<file path="src/hdl/assert_macros.svh">
// assertion macros used by lalm_ctrl
`ifndef ASSERT_MACROS_SVH
`define ASSERT_MACROS_SVH

`ifndef ASSERT_OFF
`define ASSERT_ALWAYS(label, clk, rst_n, expr) \
    label: assert property (@(posedge clk) disable iff (!rst_n) (expr)) \
        else $error("assertion failed");
`define ASSERT_NEXT(label, clk, rst_n, pre, post) \
    label: assert property (@(posedge clk) disable iff (!rst_n) (pre) |=> (post)) \
        else $error("assertion failed");
`else
`define ASSERT_ALWAYS(label, clk, rst_n, expr)
`define ASSERT_NEXT(label, clk, rst_n, pre, post)
`endif

`endif

</file>
<file path="src/hdl/lalm_pkg.sv">
`default_nettype none

package lalm_pkg;

    localparam int DEPTH      = 64;
    localparam int ADDR_BITS  = $clog2(DEPTH);
    localparam int PTR_BITS   = ADDR_BITS + 1;
    localparam int VALUE_BITS = 16;

    typedef logic [ADDR_BITS-1:0]  addr_t;
    typedef logic [PTR_BITS-1:0]   ptr_t;
    typedef logic [VALUE_BITS-1:0] value_t;

    localparam ptr_t NIL = ptr_t'(DEPTH);

    typedef enum logic [2:0] {
        OP_CLEAR     = 3'd0,
        OP_INS_HEAD  = 3'd1,
        OP_INS_TAIL  = 3'd2,
        OP_INS_AFTER = 3'd3,
        OP_DEL_AFTER = 3'd4,
        OP_FIND      = 3'd5,
        OP_FIRST     = 3'd6,
        OP_LAST      = 3'd7
    } op_t;

    typedef enum logic [2:0] {
        ST_OK        = 3'd0,
        ST_FULL      = 3'd1,
        ST_NO_SUCC   = 3'd2,
        ST_NOT_FOUND = 3'd3,
        ST_EMPTY     = 3'd4
    } status_t;

    typedef enum logic [3:0] {
        S_IDLE,
        S_DECODE,
        S_FREE_RD,
        S_NODE_RD,
        S_VICTIM_RD,
        S_LINK_FIX,
        S_FIND_RD,
        S_PICK_RD,
        S_RESULT
    } state_t;

    typedef struct packed {
        op_t    op;
        addr_t  node_index;
        value_t item_value;
    } req_t;

    typedef struct packed {
        status_t status;
        ptr_t    result_index;
        value_t  result_value;
        logic    list_empty;
    } rsp_t;

    typedef struct packed {
        logic  clear;
        logic  rd_en;
        addr_t rd_addr;
        logic  wr_en;
        addr_t wr_addr;
        ptr_t  wr_data;
    } link_req_t;

    typedef struct packed {
        logic   rd_en;
        addr_t  rd_addr;
        logic   wr_en;
        addr_t  wr_addr;
        value_t wr_data;
    } val_req_t;

endpackage

`default_nettype wire

</file>
<file path="src/hdl/lalm_link_mem.sv">
`default_nettype none

module lalm_link_mem (
    input  wire logic                clk,
    input  wire logic                rst_n,
    input  wire lalm_pkg::link_req_t link_req,
    output lalm_pkg::ptr_t           link_rd
);

    lalm_pkg::ptr_t                 mem [lalm_pkg::DEPTH];
    logic [lalm_pkg::DEPTH-1:0]     written_reg;
    logic                           hit_reg;
    lalm_pkg::ptr_t                 mem_rd_reg;
    lalm_pkg::ptr_t                 alt_rd_reg;

    // an entry never written reads as the initial free chain
    always_ff @(posedge clk or negedge rst_n)
    begin
        if (!rst_n)
        begin
            written_reg <= '0;
        end
        else if (link_req.clear)
        begin
            written_reg <= '0;
        end
        else if (link_req.wr_en)
        begin
            written_reg[link_req.wr_addr] <= 1'b1;
        end
    end

    always_ff @(posedge clk)
    begin
        if (link_req.wr_en)
        begin
            mem[link_req.wr_addr] <= link_req.wr_data;
        end
        if (link_req.rd_en)
        begin
            mem_rd_reg <= mem[link_req.rd_addr];
            hit_reg    <= written_reg[link_req.rd_addr] && !link_req.clear
                          && !(link_req.wr_en && link_req.wr_addr == link_req.rd_addr);
            if (link_req.wr_en && link_req.wr_addr == link_req.rd_addr)
            begin
                alt_rd_reg <= link_req.wr_data;
            end
            else
            begin
                alt_rd_reg <= lalm_pkg::ptr_t'({1'b0, link_req.rd_addr})
                              + lalm_pkg::ptr_t'(1);
            end
        end
    end

    assign link_rd = hit_reg ? mem_rd_reg : alt_rd_reg;

endmodule

`default_nettype wire

</file>
<file path="src/hdl/lalm_value_ram.sv">
`default_nettype none

module lalm_value_ram (
    input  wire logic               clk,
    input  wire lalm_pkg::val_req_t val_req,
    output lalm_pkg::value_t        val_rd
);

    lalm_pkg::value_t mem [lalm_pkg::DEPTH];
    lalm_pkg::value_t rd_reg;

    always_ff @(posedge clk)
    begin
        if (val_req.wr_en)
        begin
            mem[val_req.wr_addr] <= val_req.wr_data;
        end
        if (val_req.rd_en)
        begin
            rd_reg <= mem[val_req.rd_addr];
        end
    end

    assign val_rd = rd_reg;

endmodule

`default_nettype wire

</file>
<file path="src/hdl/lalm_ctrl.sv">
`default_nettype none

`include "assert_macros.svh"

module lalm_ctrl (
    input  wire logic                clk,
    input  wire logic                rst_n,
    input  wire logic                req_valid,
    output logic                     req_stall,
    input  wire lalm_pkg::req_t      req,
    output lalm_pkg::link_req_t      link_req,
    input  wire lalm_pkg::ptr_t      link_rd,
    output lalm_pkg::val_req_t       val_req,
    input  wire lalm_pkg::value_t    val_rd,
    output logic                     result_valid,
    input  wire logic                result_take,
    output lalm_pkg::rsp_t           result
);

    lalm_pkg::state_t           state_reg, state_next;
    lalm_pkg::op_t              op_reg, op_next;
    lalm_pkg::addr_t            node_reg, node_next;
    lalm_pkg::value_t           val_reg, val_next;
    lalm_pkg::ptr_t             head_reg, head_next;
    lalm_pkg::ptr_t             tail_reg, tail_next;
    lalm_pkg::ptr_t             free_reg, free_next;
    logic [lalm_pkg::DEPTH-1:0] in_list_reg, in_list_next;
    lalm_pkg::ptr_t             cur_reg, cur_next;
    lalm_pkg::addr_t            fix_addr_reg, fix_addr_next;
    lalm_pkg::ptr_t             fix_data_reg, fix_data_next;
    lalm_pkg::status_t          status_reg, status_next;
    lalm_pkg::ptr_t             idx_reg, idx_next;
    lalm_pkg::value_t           rval_reg, rval_next;

    logic free_nil;
    logic head_nil;
    logic tail_nil;
    logic node_ok;
    logic link_nil;
    logic find_hit;
    logic req_take;
    lalm_pkg::ptr_t node_ptr;

    assign free_nil  = (free_reg == lalm_pkg::NIL);
    assign head_nil  = (head_reg == lalm_pkg::NIL);
    assign tail_nil  = (tail_reg == lalm_pkg::NIL);
    assign node_ok   = in_list_reg[node_reg];
    assign link_nil  = (link_rd == lalm_pkg::NIL);
    assign find_hit  = (val_rd == val_reg);
    assign node_ptr  = lalm_pkg::ptr_t'({1'b0, node_reg});
    assign req_stall = (state_reg != lalm_pkg::S_IDLE);
    assign req_take  = req_valid && !req_stall;

    always_comb
    begin
        state_next = state_reg;
        case (state_reg)
            lalm_pkg::S_IDLE:
            begin
                if (req_valid)
                begin
                    state_next = lalm_pkg::S_DECODE;
                end
            end
            lalm_pkg::S_DECODE:
            begin
                case (op_reg)
                    lalm_pkg::OP_CLEAR:
                        state_next = lalm_pkg::S_RESULT;
                    lalm_pkg::OP_INS_HEAD, lalm_pkg::OP_INS_TAIL:
                        state_next = free_nil ? lalm_pkg::S_RESULT : lalm_pkg::S_FREE_RD;
                    lalm_pkg::OP_INS_AFTER:
                        state_next = (free_nil || !node_ok) ? lalm_pkg::S_RESULT
                                                            : lalm_pkg::S_FREE_RD;
                    lalm_pkg::OP_DEL_AFTER:
                        state_next = node_ok ? lalm_pkg::S_NODE_RD : lalm_pkg::S_RESULT;
                    lalm_pkg::OP_FIND:
                        state_next = head_nil ? lalm_pkg::S_RESULT : lalm_pkg::S_FIND_RD;
                    lalm_pkg::OP_FIRST:
                        state_next = head_nil ? lalm_pkg::S_RESULT : lalm_pkg::S_PICK_RD;
                    lalm_pkg::OP_LAST:
                        state_next = tail_nil ? lalm_pkg::S_RESULT : lalm_pkg::S_PICK_RD;
                    default:
                        state_next = lalm_pkg::S_RESULT;
                endcase
            end
            lalm_pkg::S_FREE_RD:
            begin
                case (op_reg)
                    lalm_pkg::OP_INS_TAIL:
                        state_next = head_nil ? lalm_pkg::S_RESULT : lalm_pkg::S_LINK_FIX;
                    lalm_pkg::OP_INS_AFTER:
                        state_next = lalm_pkg::S_NODE_RD;
                    default:
                        state_next = lalm_pkg::S_RESULT;
                endcase
            end
            lalm_pkg::S_NODE_RD:
            begin
                if (op_reg == lalm_pkg::OP_INS_AFTER)
                begin
                    state_next = lalm_pkg::S_LINK_FIX;
                end
                else if (link_nil)
                begin
                    state_next = lalm_pkg::S_RESULT;
                end
                else
                begin
                    state_next = lalm_pkg::S_VICTIM_RD;
                end
            end
            lalm_pkg::S_VICTIM_RD:
                state_next = lalm_pkg::S_LINK_FIX;
            lalm_pkg::S_LINK_FIX:
                state_next = lalm_pkg::S_RESULT;
            lalm_pkg::S_FIND_RD:
            begin
                if (find_hit || link_nil)
                begin
                    state_next = lalm_pkg::S_RESULT;
                end
            end
            lalm_pkg::S_PICK_RD:
                state_next = lalm_pkg::S_RESULT;
            lalm_pkg::S_RESULT:
            begin
                if (result_take)
                begin
                    state_next = lalm_pkg::S_IDLE;
                end
            end
            default:
                state_next = lalm_pkg::S_IDLE;
        endcase
    end

    always_comb
    begin
        op_next       = op_reg;
        node_next     = node_reg;
        val_next      = val_reg;
        head_next     = head_reg;
        tail_next     = tail_reg;
        free_next     = free_reg;
        in_list_next  = in_list_reg;
        cur_next      = cur_reg;
        fix_addr_next = fix_addr_reg;
        fix_data_next = fix_data_reg;
        status_next   = status_reg;
        idx_next      = idx_reg;
        rval_next     = rval_reg;
        link_req      = '0;
        val_req       = '0;

        case (state_reg)
            lalm_pkg::S_IDLE:
            begin
                if (req_take)
                begin
                    op_next     = req.op;
                    node_next   = req.node_index;
                    val_next    = req.item_value;
                    status_next = lalm_pkg::ST_OK;
                    idx_next    = lalm_pkg::NIL;
                    rval_next   = '0;
                end
            end
            lalm_pkg::S_DECODE:
            begin
                case (op_reg)
                    lalm_pkg::OP_CLEAR:
                    begin
                        head_next      = lalm_pkg::NIL;
                        tail_next      = lalm_pkg::NIL;
                        free_next      = '0;
                        in_list_next   = '0;
                        link_req.clear = 1'b1;
                    end
                    lalm_pkg::OP_INS_HEAD, lalm_pkg::OP_INS_TAIL, lalm_pkg::OP_INS_AFTER:
                    begin
                        if (free_nil)
                        begin
                            status_next = lalm_pkg::ST_FULL;
                        end
                        else if (op_reg == lalm_pkg::OP_INS_AFTER && !node_ok)
                        begin
                            status_next = lalm_pkg::ST_NOT_FOUND;
                        end
                        else
                        begin
                            link_req.rd_en   = 1'b1;
                            link_req.rd_addr = free_reg[lalm_pkg::ADDR_BITS-1:0];
                        end
                    end
                    lalm_pkg::OP_DEL_AFTER:
                    begin
                        if (!node_ok)
                        begin
                            status_next = lalm_pkg::ST_NO_SUCC;
                        end
                        else
                        begin
                            link_req.rd_en   = 1'b1;
                            link_req.rd_addr = node_reg;
                        end
                    end
                    lalm_pkg::OP_FIND:
                    begin
                        if (head_nil)
                        begin
                            status_next = lalm_pkg::ST_NOT_FOUND;
                        end
                        else
                        begin
                            cur_next         = head_reg;
                            link_req.rd_en   = 1'b1;
                            link_req.rd_addr = head_reg[lalm_pkg::ADDR_BITS-1:0];
                            val_req.rd_en    = 1'b1;
                            val_req.rd_addr  = head_reg[lalm_pkg::ADDR_BITS-1:0];
                        end
                    end
                    lalm_pkg::OP_FIRST:
                    begin
                        if (head_nil)
                        begin
                            status_next = lalm_pkg::ST_EMPTY;
                        end
                        else
                        begin
                            idx_next        = head_reg;
                            val_req.rd_en   = 1'b1;
                            val_req.rd_addr = head_reg[lalm_pkg::ADDR_BITS-1:0];
                        end
                    end
                    lalm_pkg::OP_LAST:
                    begin
                        if (tail_nil)
                        begin
                            status_next = lalm_pkg::ST_EMPTY;
                        end
                        else
                        begin
                            idx_next        = tail_reg;
                            val_req.rd_en   = 1'b1;
                            val_req.rd_addr = tail_reg[lalm_pkg::ADDR_BITS-1:0];
                        end
                    end
                    default:
                    begin
                    end
                endcase
            end
            lalm_pkg::S_FREE_RD:
            begin
                // link_rd holds the next free node
                idx_next        = free_reg;
                free_next       = link_rd;
                val_req.wr_en   = 1'b1;
                val_req.wr_addr = free_reg[lalm_pkg::ADDR_BITS-1:0];
                val_req.wr_data = val_reg;
                in_list_next[free_reg[lalm_pkg::ADDR_BITS-1:0]] = 1'b1;
                case (op_reg)
                    lalm_pkg::OP_INS_HEAD:
                    begin
                        link_req.wr_en   = 1'b1;
                        link_req.wr_addr = free_reg[lalm_pkg::ADDR_BITS-1:0];
                        link_req.wr_data = head_reg;
                        head_next        = free_reg;
                        if (head_nil)
                        begin
                            tail_next = free_reg;
                        end
                    end
                    lalm_pkg::OP_INS_TAIL:
                    begin
                        link_req.wr_en   = 1'b1;
                        link_req.wr_addr = free_reg[lalm_pkg::ADDR_BITS-1:0];
                        link_req.wr_data = lalm_pkg::NIL;
                        tail_next        = free_reg;
                        fix_addr_next    = tail_reg[lalm_pkg::ADDR_BITS-1:0];
                        fix_data_next    = free_reg;
                        if (head_nil)
                        begin
                            head_next = free_reg;
                        end
                    end
                    default:
                    begin
                        link_req.rd_en   = 1'b1;
                        link_req.rd_addr = node_reg;
                    end
                endcase
            end
            lalm_pkg::S_NODE_RD:
            begin
                if (op_reg == lalm_pkg::OP_INS_AFTER)
                begin
                    link_req.wr_en   = 1'b1;
                    link_req.wr_addr = idx_reg[lalm_pkg::ADDR_BITS-1:0];
                    link_req.wr_data = link_rd;
                    fix_addr_next    = node_reg;
                    fix_data_next    = idx_reg;
                    if (tail_reg == node_ptr)
                    begin
                        tail_next = idx_reg;
                    end
                end
                else if (link_nil)
                begin
                    status_next = lalm_pkg::ST_NO_SUCC;
                end
                else
                begin
                    idx_next         = link_rd;
                    link_req.rd_en   = 1'b1;
                    link_req.rd_addr = link_rd[lalm_pkg::ADDR_BITS-1:0];
                    val_req.rd_en    = 1'b1;
                    val_req.rd_addr  = link_rd[lalm_pkg::ADDR_BITS-1:0];
                end
            end
            lalm_pkg::S_VICTIM_RD:
            begin
                // unlink the victim and push it on the free list
                link_req.wr_en   = 1'b1;
                link_req.wr_addr = node_reg;
                link_req.wr_data = link_rd;
                rval_next        = val_rd;
                fix_addr_next    = idx_reg[lalm_pkg::ADDR_BITS-1:0];
                fix_data_next    = free_reg;
                free_next        = idx_reg;
                in_list_next[idx_reg[lalm_pkg::ADDR_BITS-1:0]] = 1'b0;
                if (tail_reg == idx_reg)
                begin
                    tail_next = node_ptr;
                end
            end
            lalm_pkg::S_LINK_FIX:
            begin
                link_req.wr_en   = 1'b1;
                link_req.wr_addr = fix_addr_reg;
                link_req.wr_data = fix_data_reg;
            end
            lalm_pkg::S_FIND_RD:
            begin
                if (find_hit)
                begin
                    idx_next  = cur_reg;
                    rval_next = val_rd;
                end
                else if (link_nil)
                begin
                    status_next = lalm_pkg::ST_NOT_FOUND;
                end
                else
                begin
                    cur_next         = link_rd;
                    link_req.rd_en   = 1'b1;
                    link_req.rd_addr = link_rd[lalm_pkg::ADDR_BITS-1:0];
                    val_req.rd_en    = 1'b1;
                    val_req.rd_addr  = link_rd[lalm_pkg::ADDR_BITS-1:0];
                end
            end
            lalm_pkg::S_PICK_RD:
            begin
                rval_next = val_rd;
            end
            default:
            begin
            end
        endcase
    end

    always_ff @(posedge clk or negedge rst_n)
    begin
        if (!rst_n)
        begin
            state_reg   <= lalm_pkg::S_IDLE;
            head_reg    <= lalm_pkg::NIL;
            tail_reg    <= lalm_pkg::NIL;
            free_reg    <= '0;
            in_list_reg <= '0;
        end
        else
        begin
            state_reg   <= state_next;
            head_reg    <= head_next;
            tail_reg    <= tail_next;
            free_reg    <= free_next;
            in_list_reg <= in_list_next;
        end
    end

    always_ff @(posedge clk)
    begin
        op_reg       <= op_next;
        node_reg     <= node_next;
        val_reg      <= val_next;
        cur_reg      <= cur_next;
        fix_addr_reg <= fix_addr_next;
        fix_data_reg <= fix_data_next;
        status_reg   <= status_next;
        idx_reg      <= idx_next;
        rval_reg     <= rval_next;
    end

    assign result_valid        = (state_reg == lalm_pkg::S_RESULT);
    assign result.status       = status_reg;
    assign result.result_index = idx_reg;
    assign result.result_value = rval_reg;
    assign result.list_empty   = head_nil;

    `ASSERT_ALWAYS(a_head_tail_nil, clk, rst_n, head_nil == tail_nil)
    `ASSERT_ALWAYS(a_head_in_list, clk, rst_n, head_nil || in_list_reg[head_reg[lalm_pkg::ADDR_BITS-1:0]])
    `ASSERT_ALWAYS(a_tail_in_list, clk, rst_n, tail_nil || in_list_reg[tail_reg[lalm_pkg::ADDR_BITS-1:0]])
    `ASSERT_ALWAYS(a_free_not_listed, clk, rst_n, free_nil || !in_list_reg[free_reg[lalm_pkg::ADDR_BITS-1:0]])
    `ASSERT_NEXT(a_result_held, clk, rst_n, result_valid && !result_take, result_valid && $stable(result))

endmodule

`default_nettype wire

</file>
<file path="src/hdl/array_linked_list_manager_top.sv">
// from accepted transaction to result: clear and requests rejected at decode (store full,
// node not in the list, empty list) go straight to the result; insert head, first, last,
// insert tail into an empty list and delete after the tail pass a read state; other insert
// tail adds a link fix; insert after and delete after add a link fix too; find reads 1 to 64
// nodes. one transaction at a time; new requests stall until the result is taken.
// reset is asynchronous: list empty, free list 0..63, no link store clearing pass.
`default_nettype none

module array_linked_list_manager_top (
    input  wire logic           clk,
    input  wire logic           rst_n,
    input  wire logic           req_valid,
    output logic                req_stall,
    input  wire lalm_pkg::req_t req,
    output logic                rsp_valid,
    input  wire logic           rsp_stall,
    output lalm_pkg::rsp_t      rsp
);

    lalm_pkg::link_req_t link_req;
    lalm_pkg::ptr_t      link_rd;
    lalm_pkg::val_req_t  val_req;
    lalm_pkg::value_t    val_rd;
    logic                result_valid;
    logic                result_take;
    lalm_pkg::rsp_t      result;

    logic                rsp_valid_reg, rsp_valid_next;
    lalm_pkg::rsp_t      rsp_reg;

    lalm_ctrl u_ctrl (
        .clk          (clk),
        .rst_n        (rst_n),
        .req_valid    (req_valid),
        .req_stall    (req_stall),
        .req          (req),
        .link_req     (link_req),
        .link_rd      (link_rd),
        .val_req      (val_req),
        .val_rd       (val_rd),
        .result_valid (result_valid),
        .result_take  (result_take),
        .result       (result)
    );

    lalm_link_mem u_link_mem (
        .clk      (clk),
        .rst_n    (rst_n),
        .link_req (link_req),
        .link_rd  (link_rd)
    );

    lalm_value_ram u_value_ram (
        .clk     (clk),
        .val_req (val_req),
        .val_rd  (val_rd)
    );

    // output register
    assign result_take = !rsp_valid_reg || !rsp_stall;

    always_comb
    begin
        rsp_valid_next = rsp_valid_reg;
        if (result_take)
        begin
            rsp_valid_next = result_valid;
        end
    end

    always_ff @(posedge clk or negedge rst_n)
    begin
        if (!rst_n)
        begin
            rsp_valid_reg <= 1'b0;
        end
        else
        begin
            rsp_valid_reg <= rsp_valid_next;
        end
    end

    always_ff @(posedge clk)
    begin
        if (result_take && result_valid)
        begin
            rsp_reg <= result;
        end
    end

    assign rsp_valid = rsp_valid_reg;
    assign rsp       = rsp_reg;

endmodule

`default_nettype wire

</file>
<file path="config.mk">
export PLATFORM = sky130hd
export DESIGN_NAME = array_linked_list_manager_top
export DESIGN_NICKNAME = d
export VERILOG_FILES = /design/src/hdl/lalm_pkg.sv /design/src/hdl/lalm_link_mem.sv /design/src/hdl/lalm_value_ram.sv /design/src/hdl/lalm_ctrl.sv /design/src/hdl/array_linked_list_manager_top.sv
export VERILOG_INCLUDE_DIRS = /design/src /design/src/hdl
export SDC_FILE = /design/constraint.sdc
export NUM_CORES = 2
export LEC_CHECK = 0
export BUFFER_PORTS_ARGS = -buffer_cell sky130_fd_sc_hd__buf_2
export CAP_MARGIN = 10
export CORE_MARGIN = 5
export CORE_UTILIZATION = 54
export DETAILED_ROUTE_END_ITERATION = 6
export GPL_TIMING_DRIVEN = 1
export PLACE_DENSITY = 0.81
export RECOVER_POWER = 100
export SLEW_MARGIN = 10
export SYNTH_ARGS = -nofsm -noshare
export SYNTH_HDL_FRONTEND = slang
export SYNTH_HIERARCHICAL = 1
export SYNTH_SLANG_ARGS = --single-unit
</file>
<file path="constraint.sdc">
create_clock -name clk -period 5.4 [get_ports clk]
set_clock_uncertainty 0.1 [all_clocks]
set_input_delay 1.08 -clock clk [delete_from_list [all_inputs] [get_ports clk]]
set_output_delay 1.08 -clock clk [all_outputs]
set_load 0.02 [all_outputs]
</file>
==> metrics <==
status finished with violations; failing checks DRC, capacitance limit, slew limit; CTS resizes 0; FF+latch count, synth 1755; clock insertion delay at the later pin of the skew report ~0.80 ns; Synth Warn # 6; HPWL Detailed between 100 and 150 mm; total track usage between 20% and 30%; endpoint type of the worst setup path flip-flop; Max-slew headroom -127.4%; postcts setup bufs 0; clock share of power between 30% and 40%; ys async rst share under 10%; worst hold path class flip-flop to flip-flop; antenna violations before repair 15; largest net degree at the start of global routing 103; Crit Path Max Fanout 48; CTS buffer count ~160; H-tree depth 4; Final Util 60.09%; Sink Count 1755; first-pass GRT wire length between 200 and 300 mm; CTS tree yes; WL/cell about 32 um; arrival time worst endpoint about 5.8 ns; Bufs on Longest Clock Path 3; Sequential Power Share a little under half; Gate power share a little over a fifth; DRT iter0 DRCs ~6800; Leak 25.31 nW; Post-Syn Area a little over 0.07 sq mm; top_reg_cell synth edfxtp_1; Int Power 25.20 mW; beginning of the critical path u_value_ram/val_rd[10]$_DFFE_PP_; boundary pin count between 50 and 60; RSZ-0062 raised after global routing false; Die Y about 370 um; Die Width between 300 and 400 um; Synth cell types 84; fmax ~190 MHz; Least-Margin Pin Slew 3.411 ns; sw frac a little under a third; mean area per synthesized cell 18.04 sq um; Tcrit/Tclk final between 90% and 100%; final wirelength ~190 mm; Core Footprint roughly 0.13 sq mm; Compound-Gate Fraction of Synth Area around 5.3%; WP data required just under 6 ns; Rows around 130; commonest non-fill, non-tap cell in the layout edfxtp_1; Hold Vio Cnt, Final 0; fillers between 8000 and 9000; post-layout net count around 4200; drc violations 17; number of synthesized flops with an enable pin around 1600; mux contribution to synthesized area between 10 and 15%; Net Switching 10.81 mW; largest family of logic cells by synthesized area multiplexers; # setup viols final 0; VDD IR max around 0.33 mV; Vias/cell 6.800; CTS root buf clkbuf_16; clock slew at reported path FFs ~0.060 ns; commonest non-fill, non-tap cells in the layout 1601 x edfxtp_1, 325 x mux4_2, 322 x nor2_1; area grow syn2layout 10.82%; # hold bufs at CTS 0; area of the multi-input gates roughly 0.018 sq mm; post-route ant nets 0; Startpoint Class flip-flop; sequential share of the synthesized area between 70% and 80%; PwrDens about 460 mW/mm^2; Initial Util ~54%; number of flip-flops in the largest register ~1000; max cap viols 21; simple-gate portion of the synthesized area between 5 and 6%; reg-to-reg slack, setup approximately 0.058 ns; Seq. cell area just over 0.05 sq mm; die footprint approximately 0.14 sq mm; Hold Crit Start u_ctrl/rval_reg[1]$_SDFFCE_PN0P_; Tmin final around 5.3 ns; Initial DRT Pass Iterations 7; vias in the first global route 40870; post-synth net total about 4000; Largest regs u_value_ram/mem (1024), u_link_mem/mem (448); largest register by flop count u_value_ram/mem; TNS Setup 0 ns; RR Startpoint u_value_ram/val_rd[10]$_DFFE_PP_; vias 40950; proportion of layout cells with a drive suffix above 1 between 15 and 20%; WS Path Type flip-flop to flip-flop; Port Buffers 57; Mapped Cells roughly 4000; grt total ovfl 0; Pins Over Slew Limit between 900 and 1000; area share of fa/ha/maj cells after synthesis less than 1%; xor/xnor share of the synthesized area less than 1%; gpl congestion around 1.0
-- power groups by stage --
stage | Clock (mW) | Sequential (mW) | Combinational (mW)
2_1_floorplan | 0 | 16.6 | 5.04
4_1_cts | 11.7 | 16.6 | 7.61
5_1_grt | 12.3 | 16.7 | 8.08
3_3_place_gp | 0 | 16.9 | 7.35
6_report | 11.5 | 16.7 | 7.79
3_5_place_dp | 0 | 16.9 | 7.51
-- cells by family after synthesis --
logic type	after synthesis
fa+ha+maj	1
flops	1755
xor+xnor	40
buf+inv	284
mux	532
simple gates	769
compound gates	566
-- path summary, 6_finish.rpt --
| path | cells past startpoint | endpoint |
|---|---|---|
| setup / recovery | 14 | u_value_ram/val_rd[12]$_DFFE_PP_ |
| hold reg to reg | 0 | rsp[2]$_DFFE_PP_ |
| hold / removal | 0 | rsp[2]$_DFFE_PP_ |
| max in group asynchronous | 2 | u_link_mem/written_reg[13]$_DFFE_PN0P_ |
| min in group asynchronous | 1 | u_link_mem/written_reg[47]$_DFFE_PN0P_ |
| setup reg to reg | 14 | u_value_ram/val_rd[12]$_DFFE_PP_ |
-- synthesized netlist by cell type (49+ instances only) --
cell | n | area share (%)
a21oi_1 | 110 | 0.77
a22oi_1 | 85 | 0.90
buf_2 | 56 | 0.39
clkbuf_1 | 109 | 0.57
dfrtp_1 | 152 | 5.3
edfxtp_1 | 1601 | 68
mux2_2 | 49 | 0.78
mux2i_1 | 124 | 1.7
mux4_2 | 325 | 10
nand2_1 | 168 | 0.89
nand3_1 | 60 | 0.42
nor2_1 | 323 | 1.7
nor2b_1 | 50 | 0.44
o21ai_0 | 172 | 1.2
-- stage by stage --
| stage | hold WS [ns] | std cells | total power, mW | cell area [sq um] | setup slack, ns |
|---|---|---|---|---|---|
| floorplan | 0.3003 | 3947 | 21.61 | 71200 | 1.417 |
| global placement | 0.3061 | 5702 | 24.23 | 73960 | 0.1854 |
| detailed placement | 0.3054 | 5702 | 24.41 | 73960 | 0.07936 |
| CTS | 0.3150 | 6005 | 35.90 | 79300 | 0.03412 |
| global route | 0.3380 | 6016 | 37.06 | 78890 | 0.07558 |
| finish | 0.3183 | 6022 | 36.01 | 78900 | 0.05837 |
-- area by class of cell --
type	instances	area share, %
flip-flops and latches	1755	65.82
multi-input cells	1908	22.49
inverters	31	0.1475
well taps	1755	2.783
clock buffers	207	5.590
repair buffers	263	1.957
diodes	7	0.02220
clock inverters	96	1.186
-- metal layers --
layer	vias up	part of all wire, %	global-route usage [%]
li1	16240	-	-
met1	20660	34	34.98
met2	3343	48	43.23
met3	699	13	7.406
met4	4	5.6	12.76
met5	-	0.015	0
-- worst max-delay path, cell delays in order (launching register included) --
cell and delay, ns:
edfxtp_1 0.46, xnor2_1 0.22, nand4_1 0.27, nor4_1 0.52
buf_4 0.23, o22ai_1 0.26, clkbuf_1 0.25, nand2_1 0.15
o21ai_4 0.19, buf_12 0.26, nor2b_1 0.83, a22oi_1 0.21
a41oi_1 0.30, o21ai_0 0.41, and4_1 0.37
No activity file was read; power rests on OpenSTA's default activity.
